[src/ybf_pkg.sv]
`default_nettype none
// ----------------------------------------------------------------------------
// ybf_pkg
// Shared widths, Q16 coefficients, register indexes and types for the
// YUYV to BGR converter with vertical flip.
// ----------------------------------------------------------------------------
package ybf_pkg;

    localparam int PIX_W      = 8;
    localparam int ROW_W      = 12;
    localparam int COL_W      = 11;
    localparam int PPL_W      = 12;
    localparam int LPF_W      = 13;
    localparam int CFG_IDX_W  = 2;
    localparam int CFG_DATA_W = 13;
    localparam int COEF_W     = 18;
    localparam int PROD_W     = PIX_W + COEF_W;
    localparam int DELTA_W    = 9;
    localparam int FRAC_W     = 16;

    localparam int DEFAULT_MAX_PAIRS = 2048;
    localparam int DEFAULT_MAX_LINES = 4096;

    localparam logic [PPL_W-1:0] PPL_RESET = PPL_W'(320);
    localparam logic [LPF_W-1:0] LPF_RESET = LPF_W'(480);

    // register indexes
    localparam logic [CFG_IDX_W-1:0] CFG_PAIRS_PER_LINE  = CFG_IDX_W'(0);
    localparam logic [CFG_IDX_W-1:0] CFG_LINES_PER_FRAME = CFG_IDX_W'(1);

    // BT.601 full range, Q16
    localparam logic signed [COEF_W-1:0] Q_RV = 18'sd91881;
    localparam logic signed [COEF_W-1:0] Q_GU = 18'sd22554;
    localparam logic signed [COEF_W-1:0] Q_GV = 18'sd46802;
    localparam logic signed [COEF_W-1:0] Q_BU = 18'sd116130;

    typedef struct packed {
        logic [ROW_W-1:0] row;
        logic [COL_W-1:0] col;
        logic             last;
    } pos_t;

    typedef struct packed {
        logic s1;
        logic s2;
    } stage_en_t;

endpackage
`default_nettype wire

[src/ybf_chroma.sv]
`default_nettype none
// ----------------------------------------------------------------------------
// ybf_chroma
// Shared chroma terms of a pair: Q16 products in stage 1, floored
// blue, green and red offsets in stage 2.
// ----------------------------------------------------------------------------
module ybf_chroma
(
    input  wire logic                                   clk,
    input  wire ybf_pkg::stage_en_t                     en,
    input  wire logic [ybf_pkg::PIX_W-1:0]              chroma_blue,
    input  wire logic [ybf_pkg::PIX_W-1:0]              chroma_red,
    output logic signed [ybf_pkg::DELTA_W-1:0]          d_blue,
    output logic signed [ybf_pkg::DELTA_W-1:0]          d_green,
    output logic signed [ybf_pkg::DELTA_W-1:0]          d_red
);

    localparam int GS_W = ybf_pkg::PROD_W + 1;

    logic signed [ybf_pkg::PIX_W-1:0]   du;
    logic signed [ybf_pkg::PIX_W-1:0]   dv;
    logic signed [ybf_pkg::PROD_W-1:0]  p_rv_reg;
    logic signed [ybf_pkg::PROD_W-1:0]  p_gu_reg;
    logic signed [ybf_pkg::PROD_W-1:0]  p_gv_reg;
    logic signed [ybf_pkg::PROD_W-1:0]  p_bu_reg;
    logic signed [GS_W-1:0]             g_sum;
    logic signed [ybf_pkg::PROD_W-1:0]  r_shift;
    logic signed [GS_W-1:0]             g_shift;
    logic signed [ybf_pkg::PROD_W-1:0]  b_shift;
    logic signed [ybf_pkg::DELTA_W-1:0] d_blue_reg;
    logic signed [ybf_pkg::DELTA_W-1:0] d_green_reg;
    logic signed [ybf_pkg::DELTA_W-1:0] d_red_reg;

    // sample minus 128 is the sample with its top bit flipped
    assign du = $signed({~chroma_blue[ybf_pkg::PIX_W-1], chroma_blue[ybf_pkg::PIX_W-2:0]});
    assign dv = $signed({~chroma_red[ybf_pkg::PIX_W-1], chroma_red[ybf_pkg::PIX_W-2:0]});

    always_ff @(posedge clk)
    begin
        if (en.s1)
        begin
            p_rv_reg <= dv * ybf_pkg::Q_RV;
            p_gu_reg <= du * ybf_pkg::Q_GU;
            p_gv_reg <= dv * ybf_pkg::Q_GV;
            p_bu_reg <= du * ybf_pkg::Q_BU;
        end
    end

    always_comb
    begin
        g_sum   = -GS_W'(p_gu_reg) - GS_W'(p_gv_reg);
        r_shift = p_rv_reg >>> ybf_pkg::FRAC_W;
        g_shift = g_sum >>> ybf_pkg::FRAC_W;
        b_shift = p_bu_reg >>> ybf_pkg::FRAC_W;
    end

    always_ff @(posedge clk)
    begin
        if (en.s2)
        begin
            d_red_reg   <= r_shift[ybf_pkg::DELTA_W-1:0];
            d_green_reg <= g_shift[ybf_pkg::DELTA_W-1:0];
            d_blue_reg  <= b_shift[ybf_pkg::DELTA_W-1:0];
        end
    end

    assign d_blue  = d_blue_reg;
    assign d_green = d_green_reg;
    assign d_red   = d_red_reg;

endmodule
`default_nettype wire

[src/ybf_lane.sv]
`default_nettype none
// ----------------------------------------------------------------------------
// ybf_lane
// One pixel lane: adds the shared chroma offsets to its luma and clamps
// each channel to 0..255.
// ----------------------------------------------------------------------------
module ybf_lane
(
    input  wire logic        [ybf_pkg::PIX_W-1:0]   luma,
    input  wire logic signed [ybf_pkg::DELTA_W-1:0] d_blue,
    input  wire logic signed [ybf_pkg::DELTA_W-1:0] d_green,
    input  wire logic signed [ybf_pkg::DELTA_W-1:0] d_red,
    output logic             [ybf_pkg::PIX_W-1:0]   blue,
    output logic             [ybf_pkg::PIX_W-1:0]   green,
    output logic             [ybf_pkg::PIX_W-1:0]   red
);

    localparam int SUM_W = ybf_pkg::DELTA_W + 1;

    function automatic logic [ybf_pkg::PIX_W-1:0] add_clamp(
        input logic        [ybf_pkg::PIX_W-1:0]   y,
        input logic signed [ybf_pkg::DELTA_W-1:0] d
    );
        logic signed [SUM_W-1:0] s;
        s = $signed(SUM_W'(y)) + SUM_W'(d);
        priority if (s < 0)
            add_clamp = '0;
        else if (s > $signed(SUM_W'(255)))
            add_clamp = '1;
        else
            add_clamp = s[ybf_pkg::PIX_W-1:0];
    endfunction

    assign blue  = add_clamp(luma, d_blue);
    assign green = add_clamp(luma, d_green);
    assign red   = add_clamp(luma, d_red);

endmodule
`default_nettype wire

[src/ybf_pos.sv]
`default_nettype none
// ----------------------------------------------------------------------------
// ybf_pos
// Geometry registers and pair/line counters; gives the flipped row, the
// pair column and the end-of-frame mark of each accepted item.
// ----------------------------------------------------------------------------
module ybf_pos
#(
    parameter int MAX_PAIRS = ybf_pkg::DEFAULT_MAX_PAIRS,
    parameter int MAX_LINES = ybf_pkg::DEFAULT_MAX_LINES
)
(
    input  wire logic                              clk,
    input  wire logic                              rst_n,
    input  wire logic                              cfg_write,
    input  wire logic [ybf_pkg::CFG_IDX_W-1:0]     cfg_index,
    input  wire logic [ybf_pkg::CFG_DATA_W-1:0]    cfg_data,
    input  wire logic                              accept,
    output ybf_pkg::pos_t                          pos
);

    localparam int PW  = (MAX_PAIRS > 1) ? $clog2(MAX_PAIRS) : 1;
    localparam int LW  = (MAX_LINES > 1) ? $clog2(MAX_LINES) : 1;
    localparam int PBW = $clog2(MAX_PAIRS + 1);
    localparam int LBW = $clog2(MAX_LINES + 1);
    localparam int PCW = (PBW > ybf_pkg::PPL_W) ? PBW : ybf_pkg::PPL_W;
    localparam int LCW = (LBW > ybf_pkg::LPF_W) ? LBW : ybf_pkg::LPF_W;

    logic [ybf_pkg::PPL_W-1:0] ppl_reg;
    logic [ybf_pkg::LPF_W-1:0] lpf_reg;
    logic [PW-1:0]             pc_reg;
    logic [PW-1:0]             pc_next;
    logic [LW-1:0]             lc_reg;
    logic [LW-1:0]             lc_next;
    logic [PCW-1:0]            pairs_b;
    logic [LCW-1:0]            lines_b;
    logic [PCW-1:0]            pc_eff;
    logic [LCW-1:0]            lc_eff;
    logic [LCW-1:0]            row_full;
    logic                      pc_last;
    logic                      lc_last;

    always_comb
    begin
        priority if (ppl_reg == '0)
            pairs_b = PCW'(1);
        else if (PCW'(ppl_reg) > PCW'(MAX_PAIRS))
            pairs_b = PCW'(MAX_PAIRS);
        else
            pairs_b = PCW'(ppl_reg);

        priority if (lpf_reg == '0)
            lines_b = LCW'(1);
        else if (LCW'(lpf_reg) > LCW'(MAX_LINES))
            lines_b = LCW'(MAX_LINES);
        else
            lines_b = LCW'(lpf_reg);

        // a counter left past a shrunken bound restarts at zero
        pc_eff   = (PCW'(pc_reg) >= pairs_b) ? '0 : PCW'(pc_reg);
        lc_eff   = (LCW'(lc_reg) >= lines_b) ? '0 : LCW'(lc_reg);
        pc_last  = (pc_eff == pairs_b - PCW'(1));
        lc_last  = (lc_eff == lines_b - LCW'(1));
        row_full = lines_b - LCW'(1) - lc_eff;

        pc_next = pc_reg;
        lc_next = lc_reg;
        if (accept)
        begin
            if (pc_last)
            begin
                pc_next = '0;
                lc_next = lc_last ? '0 : LW'(lc_eff + LCW'(1));
            end
            else
            begin
                pc_next = PW'(pc_eff + PCW'(1));
                lc_next = LW'(lc_eff);
            end
        end
    end

    always_ff @(posedge clk or negedge rst_n)
    begin
        if (!rst_n)
        begin
            ppl_reg <= ybf_pkg::PPL_RESET;
            lpf_reg <= ybf_pkg::LPF_RESET;
            pc_reg  <= '0;
            lc_reg  <= '0;
        end
        else
        begin
            pc_reg <= pc_next;
            lc_reg <= lc_next;
            if (cfg_write)
            begin
                priority if (cfg_index == ybf_pkg::CFG_PAIRS_PER_LINE)
                    ppl_reg <= cfg_data[ybf_pkg::PPL_W-1:0];
                else if (cfg_index == ybf_pkg::CFG_LINES_PER_FRAME)
                    lpf_reg <= cfg_data[ybf_pkg::LPF_W-1:0];
                else
                    ppl_reg <= ppl_reg;
            end
        end
    end

    assign pos.row  = row_full[ybf_pkg::ROW_W-1:0];
    assign pos.col  = pc_eff[ybf_pkg::COL_W-1:0];
    assign pos.last = pc_last && lc_last;

    a_wrap_on_last: assert property (@(posedge clk) disable iff (!rst_n)
        accept && pos.last |=> (pc_reg == '0) && (lc_reg == '0))
        else $error("counters did not wrap after the last pair");

endmodule
`default_nettype wire

[src/yuyv_to_bgr_flip.sv]
`default_nettype none
// ----------------------------------------------------------------------------
// yuyv_to_bgr_flip
// YUYV 4:2:2 macropixel to two BGR 8:8:8 pixels, BT.601 full range, with
// the pair placed in a vertically flipped frame.
// ----------------------------------------------------------------------------
// Usage:
//   Input channel (in_valid/in_ready) takes one macropixel per item: Y0, U,
//   Y1, V. Output channel (out_valid/out_ready) gives two BGR pixels sharing
//   the chroma, the flipped row, the pair column and an end-of-frame mark.
//   Config channel (cfg_valid/cfg_ready, always ready) writes pairs_per_line
//   (index 0) and lines_per_frame (index 1); write only while idle.
//   The three pipeline stages are products, floored chroma offsets, then the
//   two pixel lanes into the output register. Throughput is one item per
//   cycle while out_ready stays high; a stage advances only when not held.
//   When the receiver stalls, the output register holds its item and the
//   stages behind it keep filling until every stage is full; in_ready then
//   drops. Reset empties the pipeline, zeroes the counters and loads the
//   geometry with 320 pairs by 480 lines.
// ----------------------------------------------------------------------------
module yuyv_to_bgr_flip
#(
    parameter int MAX_PAIRS = ybf_pkg::DEFAULT_MAX_PAIRS,
    parameter int MAX_LINES = ybf_pkg::DEFAULT_MAX_LINES
)
(
    input  wire logic                            clk,
    input  wire logic                            rst_n,
    input  wire logic                            cfg_valid,
    output logic                                 cfg_ready,
    input  wire logic [ybf_pkg::CFG_IDX_W-1:0]   cfg_index,
    input  wire logic [ybf_pkg::CFG_DATA_W-1:0]  cfg_data,
    input  wire logic                            in_valid,
    output logic                                 in_ready,
    input  wire logic [ybf_pkg::PIX_W-1:0]       luma_first,
    input  wire logic [ybf_pkg::PIX_W-1:0]       chroma_blue,
    input  wire logic [ybf_pkg::PIX_W-1:0]       luma_second,
    input  wire logic [ybf_pkg::PIX_W-1:0]       chroma_red,
    output logic                                 out_valid,
    input  wire logic                            out_ready,
    output logic [ybf_pkg::PIX_W-1:0]            blue_first,
    output logic [ybf_pkg::PIX_W-1:0]            green_first,
    output logic [ybf_pkg::PIX_W-1:0]            red_first,
    output logic [ybf_pkg::PIX_W-1:0]            blue_second,
    output logic [ybf_pkg::PIX_W-1:0]            green_second,
    output logic [ybf_pkg::PIX_W-1:0]            red_second,
    output logic [ybf_pkg::ROW_W-1:0]            dest_row,
    output logic [ybf_pkg::COL_W-1:0]            dest_pair_col,
    output logic                                 frame_end
);

    logic                                   accept;
    logic                                   en3;
    ybf_pkg::stage_en_t                     en;
    ybf_pkg::pos_t                          pos;
    logic                                   v1_reg;
    logic                                   v2_reg;
    logic                                   v3_reg;
    logic [ybf_pkg::PIX_W-1:0]              y0_s1_reg;
    logic [ybf_pkg::PIX_W-1:0]              y1_s1_reg;
    logic [ybf_pkg::PIX_W-1:0]              y0_s2_reg;
    logic [ybf_pkg::PIX_W-1:0]              y1_s2_reg;
    ybf_pkg::pos_t                          pos_s1_reg;
    ybf_pkg::pos_t                          pos_s2_reg;
    logic signed [ybf_pkg::DELTA_W-1:0]     d_blue;
    logic signed [ybf_pkg::DELTA_W-1:0]     d_green;
    logic signed [ybf_pkg::DELTA_W-1:0]     d_red;
    logic [ybf_pkg::PIX_W-1:0]              b0;
    logic [ybf_pkg::PIX_W-1:0]              g0;
    logic [ybf_pkg::PIX_W-1:0]              r0;
    logic [ybf_pkg::PIX_W-1:0]              b1;
    logic [ybf_pkg::PIX_W-1:0]              g1;
    logic [ybf_pkg::PIX_W-1:0]              r1;
    logic [ybf_pkg::PIX_W-1:0]              b0_reg;
    logic [ybf_pkg::PIX_W-1:0]              g0_reg;
    logic [ybf_pkg::PIX_W-1:0]              r0_reg;
    logic [ybf_pkg::PIX_W-1:0]              b1_reg;
    logic [ybf_pkg::PIX_W-1:0]              g1_reg;
    logic [ybf_pkg::PIX_W-1:0]              r1_reg;
    ybf_pkg::pos_t                          pos_out_reg;

    // a stage moves when it is empty or the one after it moves
    assign en3      = !v3_reg || out_ready;
    assign en.s2    = !v2_reg || en3;
    assign en.s1    = !v1_reg || en.s2;
    assign in_ready = en.s1;
    assign accept   = in_valid && in_ready;
    assign cfg_ready = 1'b1;

    ybf_pos #(
        .MAX_PAIRS (MAX_PAIRS),
        .MAX_LINES (MAX_LINES)
    ) u_pos (
        .clk       (clk),
        .rst_n     (rst_n),
        .cfg_write (cfg_valid && cfg_ready),
        .cfg_index (cfg_index),
        .cfg_data  (cfg_data),
        .accept    (accept),
        .pos       (pos)
    );

    ybf_chroma u_chroma (
        .clk         (clk),
        .en          (en),
        .chroma_blue (chroma_blue),
        .chroma_red  (chroma_red),
        .d_blue      (d_blue),
        .d_green     (d_green),
        .d_red       (d_red)
    );

    ybf_lane u_lane_first (
        .luma    (y0_s2_reg),
        .d_blue  (d_blue),
        .d_green (d_green),
        .d_red   (d_red),
        .blue    (b0),
        .green   (g0),
        .red     (r0)
    );

    ybf_lane u_lane_second (
        .luma    (y1_s2_reg),
        .d_blue  (d_blue),
        .d_green (d_green),
        .d_red   (d_red),
        .blue    (b1),
        .green   (g1),
        .red     (r1)
    );

    always_ff @(posedge clk or negedge rst_n)
    begin
        if (!rst_n)
        begin
            v1_reg <= 1'b0;
            v2_reg <= 1'b0;
            v3_reg <= 1'b0;
        end
        else
        begin
            if (en.s1)
                v1_reg <= in_valid;
            if (en.s2)
                v2_reg <= v1_reg;
            if (en3)
                v3_reg <= v2_reg;
        end
    end

    always_ff @(posedge clk)
    begin
        if (en.s1)
        begin
            y0_s1_reg  <= luma_first;
            y1_s1_reg  <= luma_second;
            pos_s1_reg <= pos;
        end
        if (en.s2)
        begin
            y0_s2_reg  <= y0_s1_reg;
            y1_s2_reg  <= y1_s1_reg;
            pos_s2_reg <= pos_s1_reg;
        end
        if (en3)
        begin
            b0_reg      <= b0;
            g0_reg      <= g0;
            r0_reg      <= r0;
            b1_reg      <= b1;
            g1_reg      <= g1;
            r1_reg      <= r1;
            pos_out_reg <= pos_s2_reg;
        end
    end

    assign out_valid     = v3_reg;
    assign blue_first    = b0_reg;
    assign green_first   = g0_reg;
    assign red_first     = r0_reg;
    assign blue_second   = b1_reg;
    assign green_second  = g1_reg;
    assign red_second    = r1_reg;
    assign dest_row      = pos_out_reg.row;
    assign dest_pair_col = pos_out_reg.col;
    assign frame_end     = pos_out_reg.last;

    a_accept_fills_s1: assert property (@(posedge clk) disable iff (!rst_n)
        accept |=> v1_reg)
        else $error("accepted item missing from stage 1");

    a_s2_hold: assert property (@(posedge clk) disable iff (!rst_n)
        v2_reg && !en.s2 |=> v2_reg)
        else $error("stalled stage 2 item lost");

    a_frame_end_row: assert property (@(posedge clk) disable iff (!rst_n)
        out_valid && frame_end |-> dest_row == '0)
        else $error("end of frame not on flipped row zero");

endmodule
`default_nettype wire

[config.mk]
export PLATFORM = sky130hd
export DESIGN_NAME = yuyv_to_bgr_flip
export DESIGN_NICKNAME = d
export VERILOG_FILES = /design/src/ybf_pkg.sv /design/src/ybf_chroma.sv /design/src/ybf_lane.sv /design/src/ybf_pos.sv /design/src/yuyv_to_bgr_flip.sv
export SDC_FILE = /design/constraint.sdc
export NUM_CORES = 1
export LEC_CHECK = 0
export BUFFER_PORTS_ARGS = -buffer_cell sky130_fd_sc_hd__buf_2
export CORE_MARGIN = 10
export CORE_UTILIZATION = 39
export DETAILED_ROUTE_END_ITERATION = 7
export GPL_ROUTABILITY_DRIVEN = 1
export PLACE_DENSITY = 0.57
export SKIP_CTS_REPAIR_TIMING = 1
export SLEW_MARGIN = 20
export SYNTH_ARGS = -nofsm -noshare
export SYNTH_HDL_FRONTEND = slang
export SYNTH_SLANG_ARGS = --single-unit
[constraint.sdc]
create_clock -name clk -period 6.2 [get_ports clk]
set_input_delay 0.31 -clock clk [delete_from_list [all_inputs] [get_ports clk]]
set_output_delay 0.31 -clock clk [all_outputs]
set_load 0.01 [all_outputs]
==> metrics, run 1 <==
Post-Syn Area per Cell approximately 11 um^2; final worst path period share between 90% and 100%; Pins Over Slew Limit 0; top_reg_cell synth edfxtp_1; Synth cell types 82; worst slack, placed a little over 0.6 ns; most common cell after layout, fill and taps aside ha_1; # diodes 0; MaxCap Viol Count 0; via count around 15000; final wirelength roughly 49000 um; area grow syn2layout 13.1%; Die Y-Extent 256 um; sequential share of power between 30 and 40%; CP max FO 25; crit-path leading delay family simple AND/OR/NAND/NOR gates; Post-Synthesis Cells ~2000; Iter 0 DRT Violations just under 700; Sink Count approximately 300; Clock Tree Root clkbuf_16; crit path time final between 5 and 6 ns; gpl congestion approximately 0.86; nature of the critical path endpoint flip-flop; drt first pass iters 5; total negative setup slack 0 ns; Clock power frac approximately 18%; RSZ-0062 raised after global routing false; final net count roughly 2600; Global Route Usage Sum between 10 and 15%; DRT antenna net count 0; Mapped Nets ~2400; slowest CP cell or3b_2; Inserted Clock Buffers 35; Clock transition at path regs around 0.06 ns; vias in the first global route 14851; Reg2Reg Depth 20; post-placement cell count 2800; critical path, cell by cell nor4_1, nand3_1, o21ai_0, nand2_1, ha_1, a21o_1, a31oi_1, o21ai_0, a21oi_1, or3b_2, nand2_1, ha_1, nand4_1, nor4b_1, buf_4, and3_1, or2_2, or4_1, mux2_2, nand2_1; Post-synth ARST share ~17%; post-synthesis sequential area ratio just under 40%; Switching Power approximately 4.3 mW; CTS tree done; crit-path max cell delay ~0.71 ns; maximum VDD drop between 0.15 and 0.2 mV; P_int a little under 7 mW; worst r2r src u_pos.lpf_reg[4]; Finished Layout Cells around 2900; DR vias/cell 5.08; r2r setup slk 0.53 ns; wire per inst approximately 17 um; status finished, final reports clean; DRC 0; Yosys reg bits 295; Hold WC Path Type in2reg; core region area 0.0551 mm^2; Remaining Overflow, GRT 0; combinational share of power just under 50%; worst path arrival time just over 6 ns; worst-case clock skew approximately 0.027 ns; final setup vio count 0; Power Density 455 mW/mm^2; commonest non-fill, non-tap cells in the layout ha_1 (319), inv_1 (279), edfxtp_1 (244), a21oi_1 (138), buf_2 (125); CP bufs+invs 1; dpl hpwl 37900 um; first-pass GRT wire length around 80000 um; Final WS setup 0.529 ns; fmax between 0.15 and 0.2 GHz; reg2reg end u_pos.lc_reg[7]; Hold Path Sink u_pos.ppl_reg[10]; full die area 0.0656 mm^2; Slew @ Worst Pin between 1 and 1.5 ns; largest net degree at the start of global routing 69; buffers added on ports between 100 and 150; Hold Vio Cnt, Final 0; I/O pin cnt between 100 and 150; Synth Cell Area around 0.022 mm^2; H-tree Lvls 2; Hold Startpoint cfg_data[10]; Hold Crit Depth 3; Clock Path Buffers 3; Sw Ratio 38.6%; Die X 256 um; Initial Utilization between 30% and 40%; Worst Setup Start Kind flip-flop; leakage roughly 11 nW; Filler Cells Inserted a little over 5000; initial antenna violation count 0; row cnt 86; Slew Limit Headroom 32.0%; proportion of layout cells with a drive suffix above 1 between 10% and 20%; Crit Path Class reg2reg; Crit path top cell by count nand2_1; Ys Warns 0; worst-skew pair later-pin latency around 0.54 ns; EDFF count, synth 244; Worst Path Required approximately 6.7 ns
[layer usage]
| layer | global-route usage [%] | part of all wire, % | vias to the layer above |
|---|---|---|---|
| li1 | - | - | 7255 |
| met1 | 20.6 | 49 | 7076 |
| met2 | 23.3 | 45 | 234 |
| met3 | 2.48 | 3.8 | 60 |
| met4 | 4.07 | 2.2 | 0 |
| met5 | 0 | 0 | - |
[worst max-delay path by stage]
stage	start	endpoint	slack (ns)	cells past startpoint
after detailed placement	u_pos.lpf_reg[4]	u_pos.lc_reg[7]	0.62	20
after global placement	u_pos.lpf_reg[4]	u_pos.lc_reg[7]	0.69	20
after CTS	u_pos.lpf_reg[4]	u_pos.lc_reg[7]	0.58	20
after global routing	u_pos.lpf_reg[4]	pos_s1_reg[21]	0.03	21
final	u_pos.lpf_reg[4]	u_pos.lc_reg[7]	0.53	20
after floorplan	u_pos.lpf_reg[1]	u_pos.lc_reg[1]	0.95	22
[kinds of logic (layout without fill, tap and decap cells)]
kind of cell,Yosys count,after routing,share of synthesized area (%)
adders and majority gates,421,421,27.8
and+or+nand+nor,391,391,9.47
AOI/OAI and AO/OA,385,385,11.5
buffers and inverters,311,493,5.45
DFF,295,295,39.6
xor gates and xnor gates,111,111,4.47
muxes,34,34,1.71
other,1,1,0.0173
[tightest hold or removal path: cells and delay by family]
family	cells	cell delay (ns)
compound gates	1	0.06
buf+inv	1	0.10
simple gates	1	0.05
[area by class of cell]
cell class | instances | area [um^2] | share of cell area [%]
multi-input cells | 1343 | 12000 | 48.7
well taps | 748 | 936 | 3.81
repair buffers | 152 | 873 | 3.55
clock buffers | 41 | 940 | 3.82
flip-flops and latches | 295 | 8610 | 35.0
clock inverters | 20 | 203 | 0.825
inverters | 280 | 1050 | 4.28
[power by group through the flow]
stage / logic [mW] / clock network, mW / registers, mW
after CTS: 5.50 / 2.12 / 3.69
after global placement: 5.34 / 0 / 3.71
after floorplan: 4.03 / 0 / 3.65
after global routing: 6.28 / 2.19 / 3.76
final: 5.46 / 2.04 / 3.68
after detailed placement: 5.45 / 0 / 3.72
[Yosys cell counts, drive strengths merged (6+ instances only)]
cell	count	area, um^2
a211oi	13	103
a21boi	6	45.0
a21o	45	338
a21oi	138	691
a31oi	16	100
and2	18	113
and3	14	87.6
buf	7	43.8
clkbuf	24	90.1
dfrtp	45	1130
dfstp	6	158
edfxtp	244	7330
fa	102	2040
ha	319	3990
inv	280	1050
mux2	25	282
mux2i	9	90.1
nand2	89	342
nand2b	30	188
nand3	32	160
nand3b	11	82.6
nand4	17	106
nor2	75	282
nor2b	14	87.6
nor3	37	185
nor3b	9	67.6
nor4	10	77.6
o2111ai	6	52.6
o211ai	9	67.6
o21a	12	90.1
o21ai	53	265
o21bai	29	218
o22ai	7	43.8
or2	8	50.1
or3	7	43.8
or4	6	48.8
xnor2	83	727
xor2	28	245
[per-stage QoR]
stage / hold WS (ns) / utilization (%) / total power [mW] / area, um^2
6_report: 0.00526 / 44.6 / 11.2 / 24600
3_3_place_gp: 0.401 / 42.2 / 9.05 / 23300
5_1_grt: 0.000951 / 44.6 / 12.2 / 24600
3_5_place_dp: 0.405 / 42.2 / 9.17 / 23300
4_1_cts: -0.102 / 44.3 / 11.3 / 24400
2_1_floorplan: 0.0144 / - / 7.69 / 21700
No activity file was read; power rests on OpenSTA's default activity.
==> inputs of run 2 (changes only) <==
--- a/config.mk
+++ b/config.mk
@@ -8,6 +8,7 @@
 export BUFFER_PORTS_ARGS = -buffer_cell sky130_fd_sc_hd__buf_2
 export CORE_MARGIN = 10
 export CORE_UTILIZATION = 39
+export CTS_BUF_LIST = sky130_fd_sc_hd__clkbuf_4
 export DETAILED_ROUTE_END_ITERATION = 7
 export GPL_ROUTABILITY_DRIVEN = 1
 export PLACE_DENSITY = 0.57
==> metrics, run 2 (synthesis results as in run 1) <==
Die Y-Extent 256 um (unchanged); worst-skew pair later-pin latency 0.82 ns (+0.28 ns); H-tree Lvls 3 (+1); final setup vio count 0 (unchanged); first-pass GRT wire length 79900 um (+1.1%); leakage 11.4 nW (+1.6%); reg2reg end u_pos.lc_reg[7]; DRC 0 (unchanged); worst path arrival time 6.41 ns (+0.26 ns); Hold WC Path Type in2reg; initial antenna violation count 1 (+1); final wirelength 49500 um (+1.9%); status finished, final reports clean; Slew Limit Headroom 32.2% (+0.24 points); Worst Path Required 6.95 ns (+0.27 ns); global routing's busiest layer met2; met3 usage 3.08% (+0.60 points); area grow syn2layout 13.8%; Hold Vio Cnt, Final 0 (unchanged); DRT antenna net count 0 (unchanged); r2r setup slk 0.53 ns (about the same); total negative setup slack 0 ns (unchanged); Worst Setup Start Kind flip-flop; Post-Layout Inst Area 0.0247 mm^2 (+0.65%); drt first pass iters 5 (unchanged); Hold WS 0.0141 ns (+0.00886 ns); worst r2r src u_pos.lpf_reg[4]; Finished Layout Cells 2984 (+3.6%); crit path time final 5.67 ns (-0.00558 ns); Iter 0 DRT Violations 641 (-5.9%); Layout Utilization 44.9% (+0.29 points); Clock Path Buffers 3 (unchanged); gpl congestion 0.864 (unchanged); FF+latch area 0.00861 mm^2 (unchanged); RSZ-0062 raised after global routing false; grt met2 use 23.2% (about the same); Remaining Overflow, GRT 0 (unchanged); DR vias/cell 5.02 (-1.1%); Slew @ Worst Pin 1.01 ns (-0.00352 ns); Reg2Reg Depth 20 (unchanged); Crit. Startpoint u_pos.lpf_reg[4]; core region area 0.0551 mm^2 (unchanged); met1 Use GR 20.3% (-0.26 points); Clock transition at path regs 0.07 ns (about the same); final net count 2648 (+2.6%); Hold Crit Depth 4 (+1); commonest non-fill, non-tap cells in the layout ha_1 (319), inv_1 (279), edfxtp_1 (244), a21oi_1 (138), buf_2 (125); fmax 0.177 GHz (about the same); Sink Count 295 (unchanged); post-placement cell count 2800 (unchanged); dpl hpwl 37900 um (unchanged); Hold Startpoint cfg_index[1]; wire per inst 16.6 um (-1.6%); buffers added on ports 125 (unchanged); maximum VDD drop 0.179 mV (+9.5%); nature of the critical path endpoint flip-flop; row cnt 86 (unchanged); Global Route Usage Sum 15.0% (+0.25 points); largest net degree at the start of global routing 69 (unchanged); CTS tree done; via count 14990 (+2.5%); MaxCap Viol Count 0 (unchanged); Initial Utilization 39.5% (unchanged); full die area 0.0656 mm^2 (unchanged); Filler Cells Inserted 5224 (+0.99%); worst-case clock skew 0.0540 ns (+0.0272 ns); Inserted Clock Buffers 81 (+130%); Die X 256 um (unchanged); Hold Path Sink u_pos.ppl_reg[10]; Power Density 444 mW/mm^2 (-2.3%); most common cell after layout, fill and taps aside ha_1; Crit Path Class reg2reg; vias in the first global route 15316 (+3.1%); I/O pin cnt 127 (unchanged); Area after DPL 0.0233 mm^2 (unchanged); Clock Tree Root clkbuf_4; footprint of the multi-input gates 0.0120 mm^2 (unchanged); proportion of layout cells with a drive suffix above 1 14.5% (+2.9 points); CP max FO 25 (unchanged); Pins Over Slew Limit 0 (unchanged); final worst path period share 91.4% (about the same)
## run 2: routing by layer
metal	vias to the layer above	share of wire, %
met4	0	2.4
met3	74	4.3
met1	7201	49
li1	7460	-
met5	-	0
met2	255	45
## run 2: layout make-up
| class | instances | share of cell area, % |
|---|---|---|
| well taps | 748 | 3.78 |
| flip-flops and latches | 295 | 34.8 |
| diodes | 2 | 0.0202 |
| inverters | 280 | 4.25 |
| repair buffers | 174 | 4.42 |
| clock buffers | 120 | 3.64 |
| clock inverters | 22 | 0.708 |
| multi-input cells | 1343 | 48.4 |
## run 2: where the power goes
group          switching, mW  leakage [nW]  internal (mW)  total, mW
Combinational           3.08          7.72           2.40       5.47
Sequential             0.424          3.08           3.25       3.68
Clock                  0.824         0.642           1.01       1.83
## run 2: through the flow
stage	total power, mW	worst slack [ns]
after detailed placement	9.17	0.618
final	11.0	0.535
after floorplan	7.69	0.947
after CTS	11.1	0.566
after global placement	9.05	0.689
after global routing	12.1	0.0101
## run 2: how the worst max path moves through the flow
| stage | to | cells past startpoint |
|---|---|---|
| 4_1_cts | u_pos.lc_reg[7] | 20 |
| 3_5_place_dp | u_pos.lc_reg[7] | 20 |
| 6_report | u_pos.lc_reg[7] | 20 |
| 2_1_floorplan | u_pos.lc_reg[1] | 22 |
| 3_3_place_gp | u_pos.lc_reg[7] | 20 |
| 5_1_grt | u_pos.lc_reg[6] | 21 |
## run 2: critical path: stages, from the launching register on
cell and delay, ns:
dfrtp_1 0.44, nor4_1 0.47, nand3_1 0.23, o21ai_0 0.39, nand2_1 0.17, ha_1 0.32
a21o_1 0.11, a31oi_1 0.04, o21ai_0 0.22, a21oi_1 0.11, or3b_2 0.72, nand2_1 0.30
ha_1 0.32, nand4_1 0.11, nor4b_1 0.06, buf_4 0.16, and3_1 0.21, or2_2 0.39
or4_1 0.48, mux2_2 0.27, nand2_1 0.06
